## config.mk

```make
export PLATFORM = sky130hd
export DESIGN_NAME = yuv420_to_rgb_quad_core
export DESIGN_NICKNAME = d
export VERILOG_FILES = /design/src/rtl/yuv2rgb_pkg.sv /design/src/rtl/yuv420_to_rgb_quad_core.sv
export VERILOG_INCLUDE_DIRS = /design/src /design/src/rtl
export SDC_FILE = /design/constraint.sdc
export NUM_CORES = 1
export LEC_CHECK = 0
export ABC_AREA = 1
export ABC_CLOCK_PERIOD_IN_PS = 13500
export BUFFER_PORTS_ARGS = -buffer_cell sky130_fd_sc_hd__clkbuf_2
export CAP_MARGIN = 20
export CORE_MARGIN = 5
export CORE_UTILIZATION = 60
export DETAILED_ROUTE_END_ITERATION = 8
export GPL_TIMING_DRIVEN = 0
export PLACE_DENSITY = 0.78
export SYNTH_ARGS = -nofsm -noshare
export SYNTH_HDL_FRONTEND = slang
export SYNTH_SLANG_ARGS = --single-unit
```

## constraint.sdc

```tcl
create_clock -name clk -period 13.5 [get_ports clk]
set_clock_uncertainty 0.2 [all_clocks]
set_input_delay 4.05 -clock clk [delete_from_list [all_inputs] [get_ports clk]]
set_output_delay 4.05 -clock clk [all_outputs]
set_load 0.01 [all_outputs]
```

## src/rtl/yuv420_to_rgb_quad_core_macros.svh

```systemverilog
// ----------------------------------------------------------------------------
// yuv420_to_rgb_quad_core assertion macros
// Short forms for clocked implication checks with synchronous reset.
// ----------------------------------------------------------------------------
`ifndef YUV420_TO_RGB_QUAD_CORE_MACROS_SVH
`define YUV420_TO_RGB_QUAD_CORE_MACROS_SVH

// same-cycle implication
`define YRQ_ASSERT_IMPLY(label, clk, rst, ante, cons) \
  label: assert property (@(posedge clk) disable iff (rst) (ante) |-> (cons)) \
    else $error("yuv420_to_rgb_quad_core: implication check failed");

// next-cycle implication
`define YRQ_ASSERT_NEXT(label, clk, rst, ante, cons) \
  label: assert property (@(posedge clk) disable iff (rst) (ante) |=> (cons)) \
    else $error("yuv420_to_rgb_quad_core: next-cycle check failed");

`endif

```

## src/rtl/yuv2rgb_pkg.sv

```systemverilog
// ----------------------------------------------------------------------------
// yuv2rgb_pkg
// Constants, codes and helper functions for the BT.601 4:2:0 quad converter.
// ----------------------------------------------------------------------------
`default_nettype none

package yuv2rgb_pkg;

  typedef logic [7:0]         sample_t;
  typedef logic signed [8:0]  offset_t;
  typedef logic signed [19:0] acc_t;

  localparam logic [1:0] REG_PIXEL_FORMAT = 2'd0;
  localparam logic [1:0] REG_SLOT0_SOURCE = 2'd1;
  localparam logic [1:0] REG_SLOT1_SOURCE = 2'd2;
  localparam logic [1:0] REG_SLOT2_SOURCE = 2'd3;

  // code zero decodes as i420
  localparam logic [1:0] FMT_ZERO = 2'd0;
  localparam logic [1:0] FMT_I420 = 2'd1;
  localparam logic [1:0] FMT_NV12 = 2'd2;
  localparam logic [1:0] FMT_NV21 = 2'd3;

  localparam logic [1:0] CH_BLUE  = 2'd0;
  localparam logic [1:0] CH_GREEN = 2'd1;
  localparam logic [1:0] CH_RED   = 2'd2;
  localparam logic [1:0] CH_NONE  = 2'd3;

  localparam logic [1:0] POS_BOTTOM_RIGHT = 2'd3;

  localparam logic [8:0] LUMA_OFFSET   = 9'd16;
  localparam logic [8:0] CHROMA_OFFSET = 9'd128;

  localparam acc_t K_Y    = 20'sd298;
  localparam acc_t K_RV   = 20'sd409;
  localparam acc_t K_GU   = 20'sd100;
  localparam acc_t K_GV   = 20'sd208;
  localparam acc_t K_BU   = 20'sd517;
  localparam acc_t Q_HALF = 20'sd128;

  function automatic acc_t widen(input offset_t x);
    widen = {{11{x[8]}}, x};
  endfunction

  // round half up, drop the Q8 fraction, saturate to 0..255
  function automatic sample_t clamp_q8(input acc_t acc);
    acc_t r;
    r = acc + Q_HALF;
    if (r[19]) begin
      clamp_q8 = 8'd0;
    end else if (|r[18:16]) begin
      clamp_q8 = 8'hFF;
    end else begin
      clamp_q8 = r[15:8];
    end
  endfunction

  function automatic sample_t pick_channel(input logic [1:0] src, input sample_t b,
                                           input sample_t g, input sample_t r);
    case (src)
      CH_BLUE:  pick_channel = b;
      CH_GREEN: pick_channel = g;
      CH_RED:   pick_channel = r;
      default:  pick_channel = 8'd0;
    endcase
  endfunction

endpackage

`default_nettype wire

```

## src/rtl/yuv420_to_rgb_quad_core.sv

```systemverilog
// ----------------------------------------------------------------------------
// yuv420_to_rgb_quad_core
// Video-range BT.601 conversion of one 2x2 luma quad with shared chroma to
// four RGB pixel words in a programmable channel order.
// ----------------------------------------------------------------------------
// Accepted quads are registered; pixel words then pass to the result register.
// A quad gives four pixels, one a cycle into the result register unless stalled.
// A new quad is taken in the cycle its last pixel moves to the result register.
// Reset: clears quad and result valid; format i420, slot order blue, green, red.
`default_nettype none

module yuv420_to_rgb_quad_core (
  input  wire logic       clk,
  input  wire logic       rst,
  input  wire logic       cfg_write,
  input  wire logic [1:0] cfg_index,
  input  wire logic [1:0] cfg_data,
  input  wire logic       in_valid,
  output logic            in_stall,
  input  wire logic [7:0] luma_top_left,
  input  wire logic [7:0] luma_top_right,
  input  wire logic [7:0] luma_bottom_left,
  input  wire logic [7:0] luma_bottom_right,
  input  wire logic [7:0] chroma_first,
  input  wire logic [7:0] chroma_second,
  output logic            out_valid,
  input  wire logic       out_stall,
  output logic [7:0]      slot0_value,
  output logic [7:0]      slot1_value,
  output logic [7:0]      slot2_value,
  output logic [1:0]      pixel_position,
  output logic            last_of_quad
);

  logic [1:0] pixel_format;
  logic [1:0] slot0_source;
  logic [1:0] slot1_source;
  logic [1:0] slot2_source;

  yuv2rgb_pkg::sample_t luma [4];
  yuv2rgb_pkg::offset_t d_off;
  yuv2rgb_pkg::offset_t e_off;
  logic                 quad_valid;
  logic [1:0]           pos;

  logic                 in_accept;
  logic                 out_load;
  logic                 quad_done;
  yuv2rgb_pkg::sample_t u_byte;
  yuv2rgb_pkg::sample_t v_byte;
  yuv2rgb_pkg::offset_t c_off;
  yuv2rgb_pkg::acc_t    yc;
  yuv2rgb_pkg::acc_t    bu;
  yuv2rgb_pkg::acc_t    gu;
  yuv2rgb_pkg::acc_t    gv;
  yuv2rgb_pkg::acc_t    rv;
  yuv2rgb_pkg::sample_t ch_b;
  yuv2rgb_pkg::sample_t ch_g;
  yuv2rgb_pkg::sample_t ch_r;

  always_ff @(posedge clk) begin
    if (rst) begin
      pixel_format <= yuv2rgb_pkg::FMT_I420;
      slot0_source <= yuv2rgb_pkg::CH_BLUE;
      slot1_source <= yuv2rgb_pkg::CH_GREEN;
      slot2_source <= yuv2rgb_pkg::CH_RED;
    end else if (cfg_write) begin
      case (cfg_index)
        yuv2rgb_pkg::REG_PIXEL_FORMAT: pixel_format <= cfg_data;
        yuv2rgb_pkg::REG_SLOT0_SOURCE: slot0_source <= cfg_data;
        yuv2rgb_pkg::REG_SLOT1_SOURCE: slot1_source <= cfg_data;
        yuv2rgb_pkg::REG_SLOT2_SOURCE: slot2_source <= cfg_data;
        default: ;
      endcase
    end
  end

  assign out_load  = quad_valid && (!out_valid || !out_stall);
  assign quad_done = out_load && (pos == yuv2rgb_pkg::POS_BOTTOM_RIGHT);
  assign in_stall  = quad_valid && !quad_done;
  assign in_accept = in_valid && !in_stall;

  assign u_byte = (pixel_format == yuv2rgb_pkg::FMT_NV21) ? chroma_second : chroma_first;
  assign v_byte = (pixel_format == yuv2rgb_pkg::FMT_NV21) ? chroma_first : chroma_second;

  always_ff @(posedge clk) begin
    if (rst) begin
      quad_valid <= 1'b0;
      pos        <= 2'd0;
    end else if (in_accept) begin
      quad_valid <= 1'b1;
      pos        <= 2'd0;
    end else if (out_load) begin
      quad_valid <= !quad_done;
      pos        <= pos + 2'd1;
    end
  end

  always_ff @(posedge clk) begin
    if (in_accept) begin
      luma[0] <= luma_top_left;
      luma[1] <= luma_top_right;
      luma[2] <= luma_bottom_left;
      luma[3] <= luma_bottom_right;
      d_off   <= $signed({1'b0, u_byte}) - $signed(yuv2rgb_pkg::CHROMA_OFFSET);
      e_off   <= $signed({1'b0, v_byte}) - $signed(yuv2rgb_pkg::CHROMA_OFFSET);
    end
  end

  assign c_off = $signed({1'b0, luma[pos]}) - $signed(yuv2rgb_pkg::LUMA_OFFSET);
  assign yc    = yuv2rgb_pkg::K_Y  * yuv2rgb_pkg::widen(c_off);
  assign bu    = yuv2rgb_pkg::K_BU * yuv2rgb_pkg::widen(d_off);
  assign gu    = yuv2rgb_pkg::K_GU * yuv2rgb_pkg::widen(d_off);
  assign gv    = yuv2rgb_pkg::K_GV * yuv2rgb_pkg::widen(e_off);
  assign rv    = yuv2rgb_pkg::K_RV * yuv2rgb_pkg::widen(e_off);

  assign ch_b = yuv2rgb_pkg::clamp_q8(yc + bu);
  assign ch_g = yuv2rgb_pkg::clamp_q8(yc - gu - gv);
  assign ch_r = yuv2rgb_pkg::clamp_q8(yc + rv);

  always_ff @(posedge clk) begin
    if (rst) begin
      out_valid <= 1'b0;
    end else if (out_load) begin
      out_valid <= 1'b1;
    end else if (!out_stall) begin
      out_valid <= 1'b0;
    end
  end

  always_ff @(posedge clk) begin
    if (out_load) begin
      slot0_value    <= yuv2rgb_pkg::pick_channel(slot0_source, ch_b, ch_g, ch_r);
      slot1_value    <= yuv2rgb_pkg::pick_channel(slot1_source, ch_b, ch_g, ch_r);
      slot2_value    <= yuv2rgb_pkg::pick_channel(slot2_source, ch_b, ch_g, ch_r);
      pixel_position <= pos;
      last_of_quad   <= (pos == yuv2rgb_pkg::POS_BOTTOM_RIGHT);
    end
  end

`include "yuv420_to_rgb_quad_core_macros.svh"

  `YRQ_ASSERT_NEXT(a_accept_starts_quad, clk, rst, in_accept, quad_valid && (pos == 2'd0))
  `YRQ_ASSERT_IMPLY(a_take_only_at_end, clk, rst, quad_valid && !in_stall, quad_done)
  `YRQ_ASSERT_IMPLY(a_last_at_corner, clk, rst, out_valid && last_of_quad,
                    pixel_position == yuv2rgb_pkg::POS_BOTTOM_RIGHT)
  `YRQ_ASSERT_NEXT(a_load_shows_word, clk, rst, out_load, out_valid)

endmodule

`default_nettype wire

```

==> results of run 1 <==
-- stage by stage --
step | std cells | worst slack (ns) | hold WS (ns) | utilization [%] | instance area, um^2
after CTS | 1732 | 4.48 | 0.274 | 66.2 | 12800
after global routing | 1733 | 3.73 | 0.279 | 66.4 | 12800
after floorplan | 1365 | 4.82 | 0.229 | - | 11700
after global placement | 1715 | 4.60 | 0.243 | 64.5 | 12500
after detailed placement | 1716 | 4.47 | 0.256 | 64.7 | 12500
final | 1733 | 4.42 | 0.268 | 66.4 | 12800
-- Yosys cell counts, types with 2 or more instances --
| cell type | number | area share (%) |
|---|---|---|
| o21a_1 | 3 | 0.19 |
| buf_2 | 2 | 0.085 |
| a21o_1 | 6 | 0.38 |
| fa_1 | 80 | 14 |
| o31ai_1 | 2 | 0.13 |
| a21boi_0 | 2 | 0.13 |
| inv_1 | 271 | 8.7 |
| xnor2_1 | 22 | 1.6 |
| buf_6 | 5 | 0.48 |
| a32oi_1 | 2 | 0.15 |
| ha_1 | 235 | 25 |
| dfxtp_1 | 14 | 2.4 |
| nor4_1 | 4 | 0.21 |
| a32o_1 | 4 | 0.34 |
| nor3_1 | 17 | 0.73 |
| buf_1 | 2 | 0.064 |
| o211ai_1 | 2 | 0.13 |
| nand3_2 | 5 | 0.43 |
| o21bai_1 | 12 | 0.77 |
| clkbuf_1 | 4 | 0.13 |
| nand2_2 | 19 | 1.0 |
| or2_2 | 6 | 0.32 |
| nand4_1 | 23 | 1.2 |
| nand3b_1 | 4 | 0.26 |
| xor2_1 | 24 | 1.8 |
| nor2_1 | 67 | 2.1 |
| nand2_1 | 179 | 5.7 |
| edfxtp_1 | 75 | 19 |
| nand3_1 | 128 | 5.5 |
| o21ai_0 | 41 | 1.8 |
| a31oi_1 | 4 | 0.21 |
| a21oi_1 | 87 | 3.7 |
-- final timing paths --
path / start / end / slack, ns / cells after the start
max: flip-flop / slot1_value[4] / 4.42 / 35
min: pos[1] / pixel_position[1] / 0.27 / 0
max reg2reg: flip-flop / slot1_value[4] / 4.42 / 35
min reg2reg: pos[1] / pixel_position[1] / 0.27 / 0
-- sequential cells by signal (all words and copies together) (netlist names), 8 cells and up, named ones only --
signal	cells
slot0_value	8
luma	32
d_off	8
slot2_value	8
slot1_value	8
e_off	8
-- layout make-up --
type | count | area (um^2) | share of cell area (%)
Clock inverter | 6 | 52.6 | 0.409
Tap cell | 265 | 332 | 2.58
Multi-Input combinational cell | 990 | 8070 | 62.9
Sequential cell | 89 | 2530 | 19.7
Timing Repair Buffer | 87 | 480 | 3.74
Clock buffer | 10 | 250 | 1.95
Buffer | 13 | 88.8 | 0.692
Inverter | 273 | 1030 | 8.02
-- cells by family (layout without fill, tap and decap cells) --
| group | after synthesis | count (layout) | share of synthesized area, % |
|---|---|---|---|
| AOI/OAI and AO/OA | 171 | 171 | 8.32 |
| adders and majority gates | 315 | 315 | 38.8 |
| DFF | 89 | 89 | 21.6 |
| buffers and inverters | 286 | 389 | 9.55 |
| and+or+nand+nor | 456 | 456 | 17.9 |
| xor gates and xnor gates | 48 | 48 | 3.81 |
-- worst max-delay path: cells and delay by family (launching register included) --
kind / cells / cell delay, ns
AO/OA/AOI/OAI: 6 / 1.43
XOR/XNOR: 1 / 0.78
adder cells (fa/ha/maj): 10 / 4.17
flip-flops: 1 / 0.31
buffers and inverters: 9 / 1.00
AND/OR/NAND/NOR: 9 / 0.95
-- layout by cell type (no fill, tap or decap), types with 2 or more instances in the layout --
cell,n
inv_1,271
ha_1,235
nand2_1,179
nand3_1,128
a21oi_1,87
clkbuf_2,85
fa_1,80
edfxtp_1,75
nor2_1,66
o21ai_0,41
xor2_1,24
nand4_1,23
xnor2_1,22
nand2_2,19
nor3_1,17
dfxtp_1,14
o21bai_1,12
clkbuf_16,10
or2_2,6
a21o_1,6
buf_6,5
nand3_2,5
clkbuf_1,4
a32o_1,4
nor4_1,4
a31oi_1,4
nand3b_1,4
inv_6,3
o21a_1,3
buf_1,2
o31ai_1,2
a32oi_1,2
a21boi_0,2
buf_2,2
o211ai_1,2
inv_8,2
buf_16,2
-- routing by layer --
layer	up-vias	track usage, %	share of wire [%]
li1	4747	-	-
met1	4417	32.6	43
met4	0	8.33	2.9
met3	57	4.24	5.6
met5	-	0	0
met2	263	43.9	48
==> impl_results.md, run 1 <==
* DRC Markers at 0
* Clock transition at path regs at approximately 0.07 ns
* Hold_buf cts at 0
* Crit-path max cell delay at roughly 0.8 ns
* Post-CTS setup buffers at 0
* Post-cts resize count at 0
* Final hold violations at 0
* First-pass GRT wire length at between 40 and 50 mm
* Buffers on Ports at 85
* Slowest CP cell: xor2_1
* #FFs+latches synth at between 80 and 90
* Top cell by count, worst path: inv_1
* Post-Syn Nets at between 1500 and 2000
* Die width at roughly 150 um
* CTS tree: done
* Inserted Diodes at 0
* Vias per cell at approximately 5.5
* Initial antenna violation count at 0
* Sinks on Clock Net at just under 90
* CP Data Required Time at 13.40 ns
* HPWL after DPL at around 23 mm
* Final RePlAce weighted congestion at roughly 0.95
* Full die area at between 20000 and 25000 um^2
* TritonCTS Buffers at 9
* Worst path arrival time at approximately 9 ns
* Iter 0 DRT Violations at between 600 and 700
* Max Transition Viols Final at 0
* Max Buffers Root-to-Sink at 2
* Row cnt at 51
* DR pass1 iterations at 6
* Status: completed
* Synthesized area at roughly 12000 um^2
* Latest clock arrival within the worst-skew pair at 0.36 ns
* Core ar. at 19300 um^2
* Mapped Avg Cell Area at ~8.6 um^2
* Layout cells sized above 1 at between 10 and 15%
* Number of flops mapped to enable cells by yosys at 75
* Max Cap Viol at 0
* Final period utilization at approximately 67%
* Vias at 9484
* Crit-path max FO at 10
* H-tree levels at 3
* Crit end category: flip-flop
* Per-cell routed wire length at between 15 and 20 um
* I/O Pins at 86
* DRT antenna net count at 0
* Post-synthesis sequential area ratio at a little over a fifth
* Critical path class: reg2reg
* Slew @ Worst Pin at 1.01 ns
* Fmax at 0.110 GHz
* Nets@finish at between 1500 and 2000
* Primary FF master, synth: edfxtp_1
* Clock Tree Root: clkbuf_16
* Synth-to-Final Area Change at 9.58%
* Mapped Cells at 1365
* Final Critical Period at just over 9 ns
* Final wirelength at about 27 mm
* Startpoint Class: flip-flop
* Warnings, synthesis at 0
* Largest net degree at the start of global routing at 29
* Die H at around 150 um
* Vias in the first global route at 9600
* Synth cell types at between 40 and 50
* Ys async rst share at 0%
* Setup TNS at 0 ns
* Hold WC Path Type: reg2reg
* RSZ-0062 raised after global routing: no
* Relative slew slack at ~32%
* Setup-failing EPs final at 0
* Total GRT Usage at between 20% and 30%
* Initial Utilization at around three fifths
* Gr ovfl total at 0
* Fill count at between 1500 and 2000
Power of run 1 is not shown: default switching activity piles up to over one toggle a cycle in this logic, so the estimate is an artifact.
==> inputs of run 2 (changes only) <==
- ABC_CLOCK_PERIOD_IN_PS: 13500 -> 8100
- CORE_UTILIZATION: 60 -> 57
- clock period: 13.5 -> 8.1 ns (I/O delays scaled with it)
==> impl_results.md, run 2 (synthesis gave the netlist of run 1 again) <==
* Final hold violations at 0
* Max Cap Viol at 0
* Iter 0 DRT Violations at 727
* Post-Place Setup Slack at -0.833 ns
* Sinks on Clock Net at between 80 and 90
* Row cnt at 52
* Vias at a little under 10000
* DRC Markers at 0
* Final Critical Period at approximately 7.9 ns
* Cell count after placement at 1721
* Vias in the first global route at 9824
* Critical path class: reg2reg
* Hold WC Path Type: reg2reg
* Latest clock arrival within the worst-skew pair at 0.36 ns
* CTS tree: done
* First-pass GRT wire length at roughly 46 mm
* Top reg by flops: luma
* Max Buffers Root-to-Sink at 2
* Relative slew slack at 36.3%
* DR pass1 iterations at 5
* Full die area at 23500 um^2
* Finished Layout Cells at about 1700
* Die H at 153 um
* Slew @ Worst Pin at 0.950 ns
* TritonCTS Buffers at 9
* Crit-path max FO at 10
* Max Transition Viols Final at 0
* Design area at 13300 um^2
* Max FFs per register at 32
* Largest net degree at the start of global routing at 29
* DRT antenna net count at 0
* Worst path arrival time at ~7.8 ns
* Buffers on Ports at between 80 and 90
* Final RePlAce weighted congestion at approximately 0.96
* Crit end category: flip-flop
* Clock Tree Root: clkbuf_16
* Status: completed
* Top cell by count, worst path: nand2_1
* Post-DP Area at 12500 um^2
* Most frequent cells in the layout: inv_1, ha_1, nand2_1
* Nets@finish at 1844
* Leading cell type in the layout, fill and taps excluded: inv_1
* Synth-to-Final Area Change at 13.4%
* I/O Pins at 86
* Initial Utilization at approximately 58%
* Layout cells sized above 1 at approximately 15%
* Gr ovfl total at 0
* Initial antenna violation count at 0
* HPWL after DPL at around 23 mm
* Fmax at 0.127 GHz
* H-tree levels at 3
* Slowest CP cell: fa_1
* Startpoint Class: flip-flop
* Die width at around 150 um
* Final wirelength at between 20 and 30 mm
* CP Data Required Time at around 8.0 ns
* Per-cell routed wire length at roughly 16 um
* Total GRT Usage at between 20% and 30%
* Inserted Diodes at 0
* Crit-path max cell delay at about 0.52 ns
* Clock transition at path regs at about 0.08 ns
* Vias per cell at between 5 and 6
* Final period utilization at approximately 97%
* Core ar. at 20200 um^2
* Setup-failing EPs final at 0
* Worst setup margin at around 0.25 ns
-- run 2: layout make-up --
class / count / area (um^2)
Multi-Input combinational cell: 990 / 8440
Fill cell: 1656 / 6950
Sequential cell: 89 / 2530
Inverter: 273 / 1030
Timing Repair Buffer: 96 / 548
Tap cell: 270 / 338
Clock buffer: 9 / 225
Buffer: 13 / 108
Clock inverter: 7 / 70.1
-- run 2: path summary, 6_finish.rpt --
check                 start                 to  slack, ns  cells past startpoint
hold / removal       pos[1]  pixel_position[1]       0.27                      0
setup reg to reg  flip-flop     slot2_value[1]       0.25                     38
hold reg to reg      pos[1]  pixel_position[1]       0.27                      0
setup / recovery  flip-flop     slot2_value[1]       0.25                     38
-- run 2: worst max-delay path: cells and delay by family (launching register included) --
family / cells / cell delay (ns)
xor gates and xnor gates: 1 / 0.19
DFF: 1 / 0.32
buffers and inverters: 11 / 0.95
AOI/OAI and AO/OA: 6 / 0.97
adders and majority gates: 11 / 4.08
and+or+nand+nor: 9 / 0.88
-- run 2: stage by stage --
step | TNS [ns] | hold WS (ns) | utilization [%]
6_report | 0 | 0.273 | 65.7
5_1_grt | -2.85 | 0.300 | 65.7
4_1_cts | -0.0503 | 0.273 | 64.2
3_5_place_dp | -18.21 | 0.254 | 61.8
3_3_place_gp | -14.44 | 0.243 | 61.7
2_1_floorplan | 0 | 0.229 | -
-- run 2: what timing repair did --
item	in CTS	in global routing
hold buffers	0	0
setup buffers	5	4
gates cloned	0	0
resized for setup	32	56
endpoints found under the setup margin	24	24
pin swaps	5	23
-- run 2: per-layer routing --
layer	vias up	GRT usage, %	routed length, um
li1	4756	-	-
met5	-	0	0
met2	311	42.2	13900
met3	90	3.65	1690
met4	0	8.37	1010
met1	4513	29.9	11600
Power of run 2 is left out for the same reason.
